File: src/hw/rtl/scored_table_admission_policy_core_macros.svh
// Assertion macros for the scored table admission policy core.
// Depends on a clock named i_clk and an active-low reset named i_rst_n in scope.
`ifndef SCORED_TABLE_ADMISSION_POLICY_CORE_MACROS_SVH
`define SCORED_TABLE_ADMISSION_POLICY_CORE_MACROS_SVH

// Same-cycle implication.
`define STAP_ASSERT_NOW(lbl, ante, cons, msg) \
    lbl: assert property (@(posedge i_clk) disable iff (!i_rst_n) (ante) |-> (cons)) \
        else $error(msg);

// Next-cycle implication.
`define STAP_ASSERT_NXT(lbl, ante, cons, msg) \
    lbl: assert property (@(posedge i_clk) disable iff (!i_rst_n) (ante) |=> (cons)) \
        else $error(msg);

`endif

File: src/hw/rtl/stap_pkg.sv
// Shared types and codes for the scored table admission policy core.
// No dependencies.
`default_nettype none

package stap_pkg;

    localparam logic [2:0] CMD_INGEST  = 3'd0;
    localparam logic [2:0] CMD_USE     = 3'd1;
    localparam logic [2:0] CMD_PIN     = 3'd2;
    localparam logic [2:0] CMD_REMOVE  = 3'd3;
    localparam logic [2:0] CMD_COUNT   = 3'd4;

    localparam logic [2:0] ST_DONE       = 3'd0;
    localparam logic [2:0] ST_BELOW      = 3'd1;
    localparam logic [2:0] ST_ALL_PINNED = 3'd2;
    localparam logic [2:0] ST_NOT_BETTER = 3'd3;
    localparam logic [2:0] ST_NOT_FOUND  = 3'd4;
    localparam logic [2:0] ST_PINNED     = 3'd5;

    localparam logic [1:0] REG_THRESHOLD = 2'd0;
    localparam logic [1:0] REG_ROLE_CAP  = 2'd1;

    localparam logic [15:0] USE_MAX = 16'hFFFF;

    typedef enum logic [1:0] {
        S_IDLE,
        S_SCAN,
        S_APPLY
    } t_state;

    typedef enum logic [1:0] {
        CELL_HOLD,
        CELL_ROTATE,
        CELL_APPLY
    } t_cell_op;

    typedef struct packed {
        t_cell_op op;
        logic     drop_en;
        logic     wr_en;
        logic     mod_pin;
        logic     mod_use;
        logic     pin_val;
    } t_cell_ctrl;

endpackage

`default_nettype wire

File: src/hw/rtl/stap_cell.sv
// One table slot of the admission policy chain; takes its neighbor's slot on
// rotate or close-up. Depends on stap_pkg.
`default_nettype none

module stap_cell #(
    parameter int INDEX    = 0,
    parameter int KEY_BITS = 32,
    parameter int IDX_W    = 7
) (
    input  wire                      i_clk,
    input  stap_pkg::t_cell_ctrl     i_ctrl,
    input  wire  [IDX_W-1:0]         i_drop_pos,
    input  wire  [IDX_W-1:0]         i_wr_pos,
    input  wire  [IDX_W-1:0]         i_mod_pos,
    input  wire  [KEY_BITS-1:0]      i_nxt_key,
    input  wire  [15:0]              i_nxt_score,
    input  wire  [2:0]               i_nxt_role,
    input  wire                      i_nxt_pin,
    input  wire  [15:0]              i_nxt_use,
    input  wire  [KEY_BITS-1:0]      i_new_key,
    input  wire  [15:0]              i_new_score,
    input  wire  [2:0]               i_new_role,
    output logic [KEY_BITS-1:0]      o_key,
    output logic [15:0]              o_score,
    output logic [2:0]               o_role,
    output logic                     o_pin,
    output logic [15:0]              o_use
);

    localparam logic [IDX_W-1:0] MY_IDX = IDX_W'(INDEX);

    logic [KEY_BITS-1:0] r_key,   n_key;
    logic [15:0]         r_score, n_score;
    logic [2:0]          r_role,  n_role;
    logic                r_pin,   n_pin;
    logic [15:0]         r_use,   n_use;

    always_comb begin
        n_key   = r_key;
        n_score = r_score;
        n_role  = r_role;
        n_pin   = r_pin;
        n_use   = r_use;
        case (i_ctrl.op)
            stap_pkg::CELL_ROTATE: begin
                n_key   = i_nxt_key;
                n_score = i_nxt_score;
                n_role  = i_nxt_role;
                n_pin   = i_nxt_pin;
                n_use   = i_nxt_use;
            end
            stap_pkg::CELL_APPLY: begin
                if (i_ctrl.wr_en && (MY_IDX == i_wr_pos)) begin
                    n_key   = i_new_key;
                    n_score = i_new_score;
                    n_role  = i_new_role;
                    n_pin   = 1'b0;
                    n_use   = 16'd0;
                end else if (i_ctrl.drop_en && (MY_IDX >= i_drop_pos)) begin
                    n_key   = i_nxt_key;
                    n_score = i_nxt_score;
                    n_role  = i_nxt_role;
                    n_pin   = i_nxt_pin;
                    n_use   = i_nxt_use;
                end else if (MY_IDX == i_mod_pos) begin
                    if (i_ctrl.mod_pin) begin
                        n_pin = i_ctrl.pin_val;
                    end
                    if (i_ctrl.mod_use && (r_use != stap_pkg::USE_MAX)) begin
                        n_use = r_use + 16'd1;
                    end
                end
            end
            default: begin
            end
        endcase
    end

    always_ff @(posedge i_clk) begin
        r_key   <= n_key;
        r_score <= n_score;
        r_role  <= n_role;
        r_pin   <= n_pin;
        r_use   <= n_use;
    end

    assign o_key   = r_key;
    assign o_score = r_score;
    assign o_role  = r_role;
    assign o_pin   = r_pin;
    assign o_use   = r_use;

endmodule

`default_nettype wire

File: config.mk
export PLATFORM = sky130hd
export DESIGN_NAME = stap_cell
export DESIGN_NICKNAME = d
export VERILOG_FILES = /design/src/hw/rtl/scored_table_admission_policy_core_macros.svh /design/src/hw/rtl/stap_pkg.sv /design/src/hw/rtl/stap_cell.sv
export SDC_FILE = /design/constraint.sdc
export NUM_CORES = 1
export LEC_CHECK = 0
export ABC_AREA = 1
export BUFFER_PORTS_ARGS = -buffer_cell sky130_fd_sc_hd__buf_2
export CORE_ASPECT_RATIO = 2
export CORE_UTILIZATION = 48
export CTS_BUF_LIST = sky130_fd_sc_hd__clkbuf_16
export DETAILED_ROUTE_END_ITERATION = 8
export PLACE_DENSITY_LB_ADDON = 0.05
export SLEW_MARGIN = 0
export SYNTH_ARGS = -nofsm -noshare
export SYNTH_HDL_FRONTEND = slang
export SYNTH_SLANG_ARGS = --single-unit
File: constraint.sdc
create_clock -name i_clk -period 4.9 [get_ports i_clk]
set_input_delay 0.98 -clock i_clk [delete_from_list [all_inputs] [get_ports i_clk]]
set_output_delay 0.98 -clock i_clk [all_outputs]
set_load 0.02 [all_outputs]
==> impl_metrics.ini <==
[outcome]
outcome = finished, final reports clean

[sta]
rsz0062_at_grt = false
fmax_ghz = 0.327
finalMaxSlewViolations = 0
setup_viol = 0
worst_slew_pin_slew_ns = 1.10
slew_headroom = 0.265
fin_crit_sh = 0.625
fin_crit_ns = 3.06
final.setup.tns_ns = 0
skew_ns = 0.00234
finalHoldViolCount = 0

[setup_path]
end_kind = register
slowest_delay_ns = 0.92
critPathRequiredTime_ns = 4.84
path_cells = buf_2 > nor2_1 > nand4_1 > nand3_1 > o21a_2
cp_top_family = simple AND/OR/NAND/NOR gates
rr_worst_depth = 8
worstSetupStartpointType = input port
reg2reg_slack_ns = 2.69
regToRegEndpoint = o_use[0]
cp_slowest_cell = o21a_2
critPathKind = in2reg
r2r-start = o_use[0]
crit_arrival_ns = 3.01
cp.buffers_inverters = 1
cp_max_fo = 51

[global_route]
grt_overflow = 0
grt_usage = 0.258
grt_pass1_vias = 3423
antenna_found_initial = 3
grt_max_degree = 64
grt_pass1_wl_um = 15800

[power_and_ir_drop]
p_leak_nw = 2.66
power_density_mw_per_mm2 = 344
vdd_drop_max_mv = 0.250

[hold_path]
hold_end = o_use[8]
hold_class = reg2reg
hold_depth = 2
min-delay-start = o_use[8]

[drt]
dr.pass1.iters = 5
drt-wirelength-per-cell_um = 14.1
drc = 0
viasPerCell = 4.99
wl_um = 10500
drt_iter0_markers = 195
via_count = 3710
postRouteAntennaNets = 0

[synthesis]
synth_seq_cells = 68
async_flop_share = 0
yosysSeqAreaShare = 0.545
ys_warn_count = 0
synth-edff-count = 68
synthCells = 432
yosys-top-cells-area = edfxtp_1 (54%), nand2_1 (16%), nand3_1 (8.5%)
syn-num-nets = 583
syn-mean-instance-area_um2 = 8.68
ys_types = 25
yosys.area.top_type = edfxtp_1
ys.flop_type = edfxtp_1
synth_top_area_frac = 0.545
synth.cell_area_mm2 = 0.00375

[placement]
place_hpwl_um = 7850
port_buffers = 215
placed_area_mm2 = 0.00483
gp_congestion = 0.959

[floorplan]
rows = 45
die_area_mm2 = 0.00819
die_h_um = 127
die_w_um = 64.5
initial_core_util = 0.493
pin_count = 216
core_area_mm2 = 0.00760

[layout]
multiInputGateArea_mm2 = 0.00146
post-route-util = 0.682
post_route_cells_drive_above_1_share = 0.401
n_fill_cell = 656
nNetsFinal = 792
seqCellArea_mm2 = 0.00204
synthToLayoutAreaGrowth_pct = 38.2
fin_area_mm2 = 0.00518

[cts]
cts_htree_levels = 3
clk_path_buf_depth = 2
insertion_delay_ns = 0.33
cts_root_buffer = clkbuf_16
ctsHoldBuffers = 0
cts_resized = 0
clock_sinks = 68
cts_tree = built
clk_pin_slew_worst_paths_ns = 0.06
cts_buffers = 9
cts_setup_buffers = 0

[flow_run]
maxCapViolations = 0
==> worst max-delay path by stage <==
stage	from	to	slack, ns	depth (start not counted)
floorplan	i_ctrl[5]	o_key[0]	1.82	4
global placement	i_drop_pos[4]	o_key[12]	1.57	5
detailed placement	i_drop_pos[4]	o_key[17]	1.51	5
CTS	i_drop_pos[4]	o_key[15]	1.85	5
global route	i_ctrl[4]	o_key[18]	1.54	6
finish	i_drop_pos[4]	o_key[20]	1.84	5
==> report_power, final <==
part	total, mW	switching, mW	internal, mW
clock	0.741	0.241	0.500
sequential	0.738	0.0272	0.711
combinational	0.303	0.191	0.112
total	1.78	0.460	1.32
==> metal layers <==
metal	share of wire	vias to the layer above	wire length, um	GRT usage
met4	0.050	0	528	0.166
met5	0	-	0	0
met3	0.053	34	557	0.0429
met2	0.53	167	5580	0.464
li1	-	1847	-	-
met1	0.36	1662	3790	0.268
==> cell usage in the layout, fill, tap and decap left out, types with 3 or more instances in the layout <==
master	synthesis	layout
buf_2	12	215
nand2_1	161	161
edfxtp_1	68	68
nand3_1	64	64
nor2_1	41	41
inv_1	28	28
clkbuf_16	0	9
nand4_1	7	7
nor2_2	5	5
nand2_2	5	5
a21oi_1	5	5
xnor2_1	4	4
o21ai_2	4	4
diode_2	0	3
o21ai_1	3	3
xor2_1	3	3
bufinv_16	0	3
==> Yosys cell counts (3+ instances only) <==
cell,count
o21ai_2,4
nand3_1,64
o21ai_1,3
edfxtp_1,68
nor2_1,41
buf_6,6
inv_1,28
xor2_1,3
buf_2,12
ha_1,3
nor2_2,5
nand4_1,7
nand2_2,5
nand2_1,161
a21oi_1,5
xnor2_1,4
==> logic make-up after synthesis <==
family          after synthesis  share of synthesized area
simple gates                289                      0.334
flops                        68                      0.545
buf+inv                      49                     0.0661
compound gates               16                     0.0294
xor+xnor                      7                     0.0164
fa+ha+maj                     3                     0.0100
==> final cells by class <==
class | instances | area share
multi-input combinational | 315 | 0.282
clock inverter | 7 | 0.0237
sequential | 68 | 0.394
clock buffer | 9 | 0.0435
antenna | 3 | 0.00145
tap | 94 | 0.0227
timing repair buffer | 217 | 0.211
inverter | 30 | 0.0217
==> tightest hold or removal path, cell delays in order (launching register included) <==
cell and delay [ns]:
edfxtp_1 0.40, xor2_1 0.09, a21oi_1 0.14
==> flip-flops by register name (all words and copies together) (netlist names) <==
name / flops
o_key: 32
o_score: 16
o_use: 16
o_role: 3
o_pin: 1
==> per-stage QoR <==
step / cells / worst slack, ns / hold WS, ns / power [mW]
detailed placement: 724 / 1.51 / 0.736 / 1.05
global placement: 724 / 1.57 / 0.708 / 1.05
finish: 743 / 1.84 / 0.754 / 1.78
CTS: 740 / 1.85 / 0.753 / 1.80
floorplan: 432 / 1.82 / 0.800 / 0.914
global route: 743 / 1.54 / 0.820 / 1.85
(Power assumes the default switching activity.)
